`src/rsi_pkg.sv`:
```
// Shared types and constants for the ray-sphere intersection unit.
package rsi_pkg;

	localparam int FRAC_BITS_DEF = 16;
	localparam int CFG_IDX_W = 4;

	localparam logic [CFG_IDX_W-1:0] REG_CENTER_X = 4'd0;
	localparam logic [CFG_IDX_W-1:0] REG_CENTER_Y = 4'd1;
	localparam logic [CFG_IDX_W-1:0] REG_CENTER_Z = 4'd2;
	localparam logic [CFG_IDX_W-1:0] REG_RADIUS = 4'd3;

	localparam logic [30:0] RADIUS_RST = 31'd65536;

	typedef struct packed {
		logic valid;
		logic live;
		logic sat;
	} ctl_t;

endpackage

```
`src/rsi_sqrt_cell.sv`:
```
// One cell of the square root chain: resolves one root bit per ray.
module rsi_sqrt_cell #(
	parameter int RW = 39,
	parameter int REM_W = 41,
	parameter int XPW = 78,
	parameter int B_W = 51,
	parameter int IDX = 0
) (
	input  logic                    clk,
	input  logic                    arst_n,
	input  logic                    en,
	input  rsi_pkg::ctl_t           ctl_i,
	input  logic signed [B_W-1:0]   b_i,
	input  logic [XPW-1:0]          x_i,
	input  logic [REM_W-1:0]        rem_i,
	input  logic [RW-1:0]           root_i,
	output rsi_pkg::ctl_t           ctl_o,
	output logic signed [B_W-1:0]   b_o,
	output logic [XPW-1:0]          x_o,
	output logic [REM_W-1:0]        rem_o,
	output logic [RW-1:0]           root_o
);

	logic [REM_W+1:0] rem_ext;
	logic [REM_W+1:0] trial;
	logic             ge;

	assign rem_ext = {rem_i, x_i[2*IDX+1 -: 2]};
	assign trial = (REM_W+2)'({root_i, 2'b01});
	assign ge = rem_ext >= trial;

	always_ff @(posedge clk or negedge arst_n) begin
		if (!arst_n) begin
			ctl_o <= '0;
		end else if (en) begin
			ctl_o <= ctl_i;
		end
	end

	always_ff @(posedge clk) begin
		if (en) begin
			b_o <= b_i;
			x_o <= x_i;
			rem_o <= REM_W'(ge ? rem_ext - trial : rem_ext);
			root_o <= {root_i[RW-2:0], ge};
		end
	end

endmodule
```
`config.mk`:
```
export PLATFORM = sky130hd
export DESIGN_NAME = rsi_sqrt_cell
export DESIGN_NICKNAME = d
export VERILOG_FILES = /design/src/rsi_pkg.sv /design/src/rsi_sqrt_cell.sv
export SDC_FILE = /design/constraint.sdc
export NUM_CORES = 1
export LEC_CHECK = 0
export ABC_CLOCK_PERIOD_IN_PS = 1300
export BUFFER_PORTS_ARGS = -buffer_cell sky130_fd_sc_hd__buf_2
export CELL_PAD_IN_SITES_DETAIL_PLACEMENT = 1
export CELL_PAD_IN_SITES_GLOBAL_PLACEMENT = 1
export CORE_UTILIZATION = 25
export CTS_BUF_LIST = sky130_fd_sc_hd__clkbuf_8 sky130_fd_sc_hd__clkbuf_16
export CTS_CLUSTER_SIZE = 16
export DETAILED_ROUTE_END_ITERATION = 10
export PLACE_DENSITY_LB_ADDON = 0.1
export SLEW_MARGIN = 20
export SYNTH_ARGS = -nofsm -noshare
export SYNTH_HDL_FRONTEND = slang
export SYNTH_SLANG_ARGS = --single-unit
```
`constraint.sdc`:
```
create_clock -name clk -period 1.3 [get_ports clk]
set_clock_uncertainty 0.1 [all_clocks]
set_input_delay 0.26 -clock clk [delete_from_list [all_inputs] [get_ports clk]]
set_output_delay 0.26 -clock clk [all_outputs]
set_load 0.02 [all_outputs]
```
# == Word-level counts from Yosys, hierarchy flattened ==
# Index checks and enable logic that the tools add are counted.
# W data, S select, Z words.
# totals
latch_bits,0
regBits,212
mem_bits_rw,0
wordCells,10
romBits,0
out_inout_bits,212
memories,0
input_bits,215
# classes
n_mul,0
n_eq_ne,0
shift,0
add_sub_neg,1
div_mod_pow,0
n_lt_le_gt_ge,1
muxes,1
n_bitwise,0
n_reduce_logical,0
# op_table
op,count
$ge A43 B41 Y1,1
$mux W41,1
$sub A41 B41 Y41,1

# == Longest topological paths before layout ==
# depth
word_depth,2
depth_mapped,14
depth_no_buf,11

# == Worst setup path after synthesis ==
# Ideal clock, no wire load.
# synth_path
kind,input to register
startpoint,input port root_i[6]
endpoint,register rem_o[10] (data pin)
t_arrival_ns,3.008
slack_ns,-2.069
cell_stages,13
path_buffers,2
setup_time_ns,0.260
cell_sequence,inv_1 ha_1 a21o_1 a221oi_2 o22ai_1 or4_4 and4b_1 buf_6 o2111a_4 nor2_8 inv_6 buf_6 mux2_4
# synth_via
elab_chain_len,2
word_cells_on_any_way,3
cone_classes,1 x add/sub; 1 x order compare; 1 x mux
# synth_rtl
item,line_no,source
start: declaration,rsi_sqrt_cell.sv:16,"input logic [RW-1:0] root_i,"
$sub A41 B41 Y41 or $ge A43 B41 Y1 (tied branches),"rsi_sqrt_cell.sv:44, rsi_sqrt_cell.sv:30",
$mux W41 *,rsi_sqrt_cell.sv:44,rem_o <= REM_W'(ge ? rem_ext - trial : rem_ext);
end signal: assignment,rsi_sqrt_cell.sv:44,
end: declaration,rsi_sqrt_cell.sv:20,"output logic [REM_W-1:0] rem_o,"
# Mark *: on every way between the ends. The rest lies on a longest branch, timed or not.
# A chain may end at the register's enable or synchronous reset.

# == Final worst setup path ==
# layout_path
startpoint,input port root_i[6]
endpoint,register rem_o[21] (data pin)
# The elaborated chain is that of the path after synthesis.

==> run summary <==
The worst setup path is captured at a register. TritonCTS built the clock tree. For the initial antenna violation count, the log shows 10. The logs give 0 for the max-slew violation total from the final report and 29 for the pin count of the biggest net entering global routing. The logs give 9,713 for the via count of the first global-routing pass and 530 ps for the clock latency reported for the late side of the worst-skew pair. During I/O placement, the number of pins put on the boundary was 427. The share of synthesized area in the top cell type comes to 65.51%. Yosys printed 0 warnings. Along the worst path, the maximum fanout reaches 11.

For the iteration-0 DRC count of the detailed router, the log shows 307. The run gives 0.7727 as the placer's final routability congestion estimate. The first TritonRoute pass finished after 4 iterations. The final worst setup slack was -1403 ps; the width of the die was 197.8 µm. The tools report the area of the mapped netlist as 9580 µm². Setup repair after global routing could not meet its margin everywhere. The cell sitting at the root of the clock tree is a clkbuf_16.

Ranked by instance count, the synthesized netlist is headed by 209 x edfxtp_1, 56 x inv_1, 46 x a21oi_1. The die is 197.8 µm tall. Total negative slack: -84,680 ps. The path class of the tightest hold or removal check is input pin to register. Once the floorplan was initialized, standard cells occupied 25.44% of the core. The tool flagged a number of max-cap violations equal to 0. Cell at the slowest stage of the critical path: or4_4.

Data arrives at the worst endpoint at 2900 ps. For the leakage power, the log shows 8.037 nW. The tools report the peak ir drop on the vdd network as 0.8854 mV.

Walking the worst path, the cells encountered are buf_12 > inv_12 > ha_4 > a21o_1 > a221oi_4 > o22ai_2 > or4_4 > and4b_1 > o2111a_4 > nor2_8 > buf_12 > inv_12 > mux2_4. The worst setup path category was input pin to register. The first global-routing pass estimated 59.17 mm of wire.

The number of input and output port buffers inserted was 426; the number of nets still failing antenna checks after routing was 0. The synthesized netlist cell count came out at 683. The proportion of synthesized flip-flops having asynchronous set or reset was 1.415%; the total of endpoints with negative setup slack in the final report was 254.

The die covers 39,110 µm². The flow ran to the end, but the final reports show violations. The internal power of the cells totals 15.28 mW. The area of the core is 37,670 µm², and the clock sink count is 212. The number of hold-slack violations in the final timing report is 0, and the final worst-path cycle share is 207.9%. The count of unique library cells instantiated by Yosys is 61. The mean instance size in the synthesized netlist works out to 14.03 µm².

On the worst path, the slowest cell contributes a delay of 440 ps. The run gives 939 as the synthesized net count. In the post-synthesis netlist, the biggest area contributors are edfxtp_1 66%, ha_1 5.4%, a21oi_1 2.4%.

The net switching component of the power was 6.085 mW. After detailed routing, the total wire length is 41.94 mm. The run gives 63.34% as the worst slew margin relative to its limit. The filler cells instantiated in the layout total 4,028.

For this design the ratio of total power to cell area is 1184 nW/µm². The global route total overflow was 0. The layout cell share with drive strength beyond 1 is 47.32%, and the actual transition at the worst max-transition pin is 546.2 ps. The overall global routing resource usage came out at 20.30%.

Tracing the worst setup path back leads to its startpoint at root_i[6]. The number of cell rows came out at 71. The relative area change from synthesis to final layout works out to 88.38%. The share of total power in combinational logic came out at 27.1%. Proportion of power drawn by the clock network: 32.5%.

Number of buffers created by CTS: 26. The smallest clock period supported by the final layout is computed as 2703 ps. The switching share of power was 28.47%. The final reports fail on negative setup slack.

For this block, the via count after detailed routing is 9,008. The beginning of the worst hold path is rem_i[20]. The final routed wire length divided by cell count works out to 20.49 µm. The worst setup path is launched from an input pin.

The launch point of the worst reg-to-reg path was ctl_o[2]. For this run, the leading register cell type out of synthesis is edfxtp_1. The share of total power dissipated in sequential elements is 40.4%.

Most common cell in the synthesized netlist: edfxtp_1. The clock slew seen by the registers of the worst setup and hold paths is 60 ps, and the number of synthesized register bits is 212. The final routed DRC violation total is 0, and the final net count is 1,766.

The register area share after synthesis was 66.29%. The maximum clock path buffer count is 3, and the mean number of vias per cell is 4.401. Number of enable flip-flop cells after synthesis: 209.

The worst setup timing slack at the placement stage is -2072 ps, and the placed wire-length estimate is 29.27 mm. For this run, the top clock speed supported by timing is 0.3699 GHz. The largest total area in the synthesized netlist belongs to edfxtp_1. The count of H-tree levels built during CTS is 1. STA puts the critical path data required time at 1490 ps.
[metal layers]
layer	global-route usage, %	routed length, µm	part of all wire (%)
met1	22.25	15600	37
met2	37.64	22050	53
met3	5.587	3078	7.3
met4	6.374	1148	2.7
met5	0	64	0.15
[worst paths after layout]
path,end,slack [ps],cells after the start
min in group asynchronous,ctl_o[0],540,3
worst max-delay path,rem_o[21],-1400,13
worst max register to register,ctl_o[2],410,1
max in group asynchronous,ctl_o[1],410,3
worst min-delay path,rem_o[22],30,4
worst min register to register,ctl_o[1],440,1
[layout make-up]
| cell class | count | area, µm² | area share (%) |
|---|---|---|---|
| repair buffers | 816 | 6882 | 38.13 |
| multi-input cells | 395 | 3079 | 17.06 |
| diodes | 6 | 15.01 | 0.08319 |
| well taps | 511 | 639.4 | 3.543 |
| inverters | 57 | 242.7 | 1.345 |
| flip-flops and latches | 212 | 6351 | 35.19 |
| repair inverters | 2 | 27.53 | 0.1525 |
| clock buffers | 27 | 675.6 | 3.744 |
| clock inverters | 21 | 135.1 | 0.7488 |
[what timing repair did]
action,4_1_cts,5_1_grt
hold buffers,192,0
endpoints found under the hold margin,193,0
resized for setup,236,178
endpoints found under the setup margin,254,254
gates cloned,3,0
setup buffers,2,2
pin swaps,7,7
[cell usage in the layout (no fill, tap or decap), types with 5 or more instances in the layout]
cell type,count
mux2_2,9
edfxtp_1,209
xor2_1,8
and3_1,9
clkinv_2,6
and2_1,6
nor3_1,16
clkinv_1,5
o21ai_0,22
a21oi_1,42
buf_6,188
o21ai_1,5
xnor2_1,15
o21a_1,9
dlygate4sd3_1,192
buf_4,183
nand4_1,6
buf_12,12
diode_2,6
clkbuf_16,27
o31ai_1,15
o211ai_1,6
inv_1,57
a21o_1,23
a31oi_1,7
or3_1,5
ha_1,35
nor2_1,21
nand2_1,24
buf_2,238
mux2_4,13
nand3_1,20
[state kept, by name (all words and copies together), names as in the netlist]
name,cells
x_o,78
root_o,39
rem_o,41
ctl_o,3
b_o,51
[kinds of logic (layout without fill, tap and decap cells)]
logic type / count (synthesis) / after routing / share of synthesized area (%)
compound gates: 171 / 171 / 12.02
xor+xnor: 23 / 23 / 2.103
fa+ha+maj: 41 / 41 / 5.355
buf+inv: 76 / 923 / 3.278
flops: 212 / 212 / 66.29
mux: 25 / 25 / 3.409
other cells: 0 / 6 / 0
simple gates: 135 / 135 / 7.549
[worst max-delay path, delay by kind of cell]
kind	cells	cell delay [ps]
and+or+nand+nor	3	750
buffers and inverters	4	390
AOI/OAI and AO/OA	4	980
adders and majority gates	1	190
muxes	1	290
[power by group through the flow]
stage          combinational (mW)  clock [mW]  sequential [mW]
2_1_floorplan                1.38           0             9.45
3_3_place_gp                 4.54           0             8.58
3_5_place_dp                 4.59           0             8.59
4_1_cts                      5.53        7.14             8.54
5_1_grt                      6.21        7.39             8.68
6_report                     5.80        6.94             8.63
[metrics by stage]
step / hold slack, ps / instance area (µm²) / util (%) / total power, mW / std cells
finish: 32.49 / 18050 / 47.91 / 21.37 / 2047
global route: 17.31 / 18040 / 47.90 / 22.27 / 2045
CTS: 0.6137 / 17480 / 46.41 / 21.22 / 2040
detailed placement: -37.86 / 13910 / 36.94 / 13.17 / 1795
global placement: -39.04 / 13910 / 36.94 / 13.12 / 1795
floorplan: -135.6 / 9664 / - / 10.83 / 683
No activity file was read; power rests on OpenSTA's default activity.
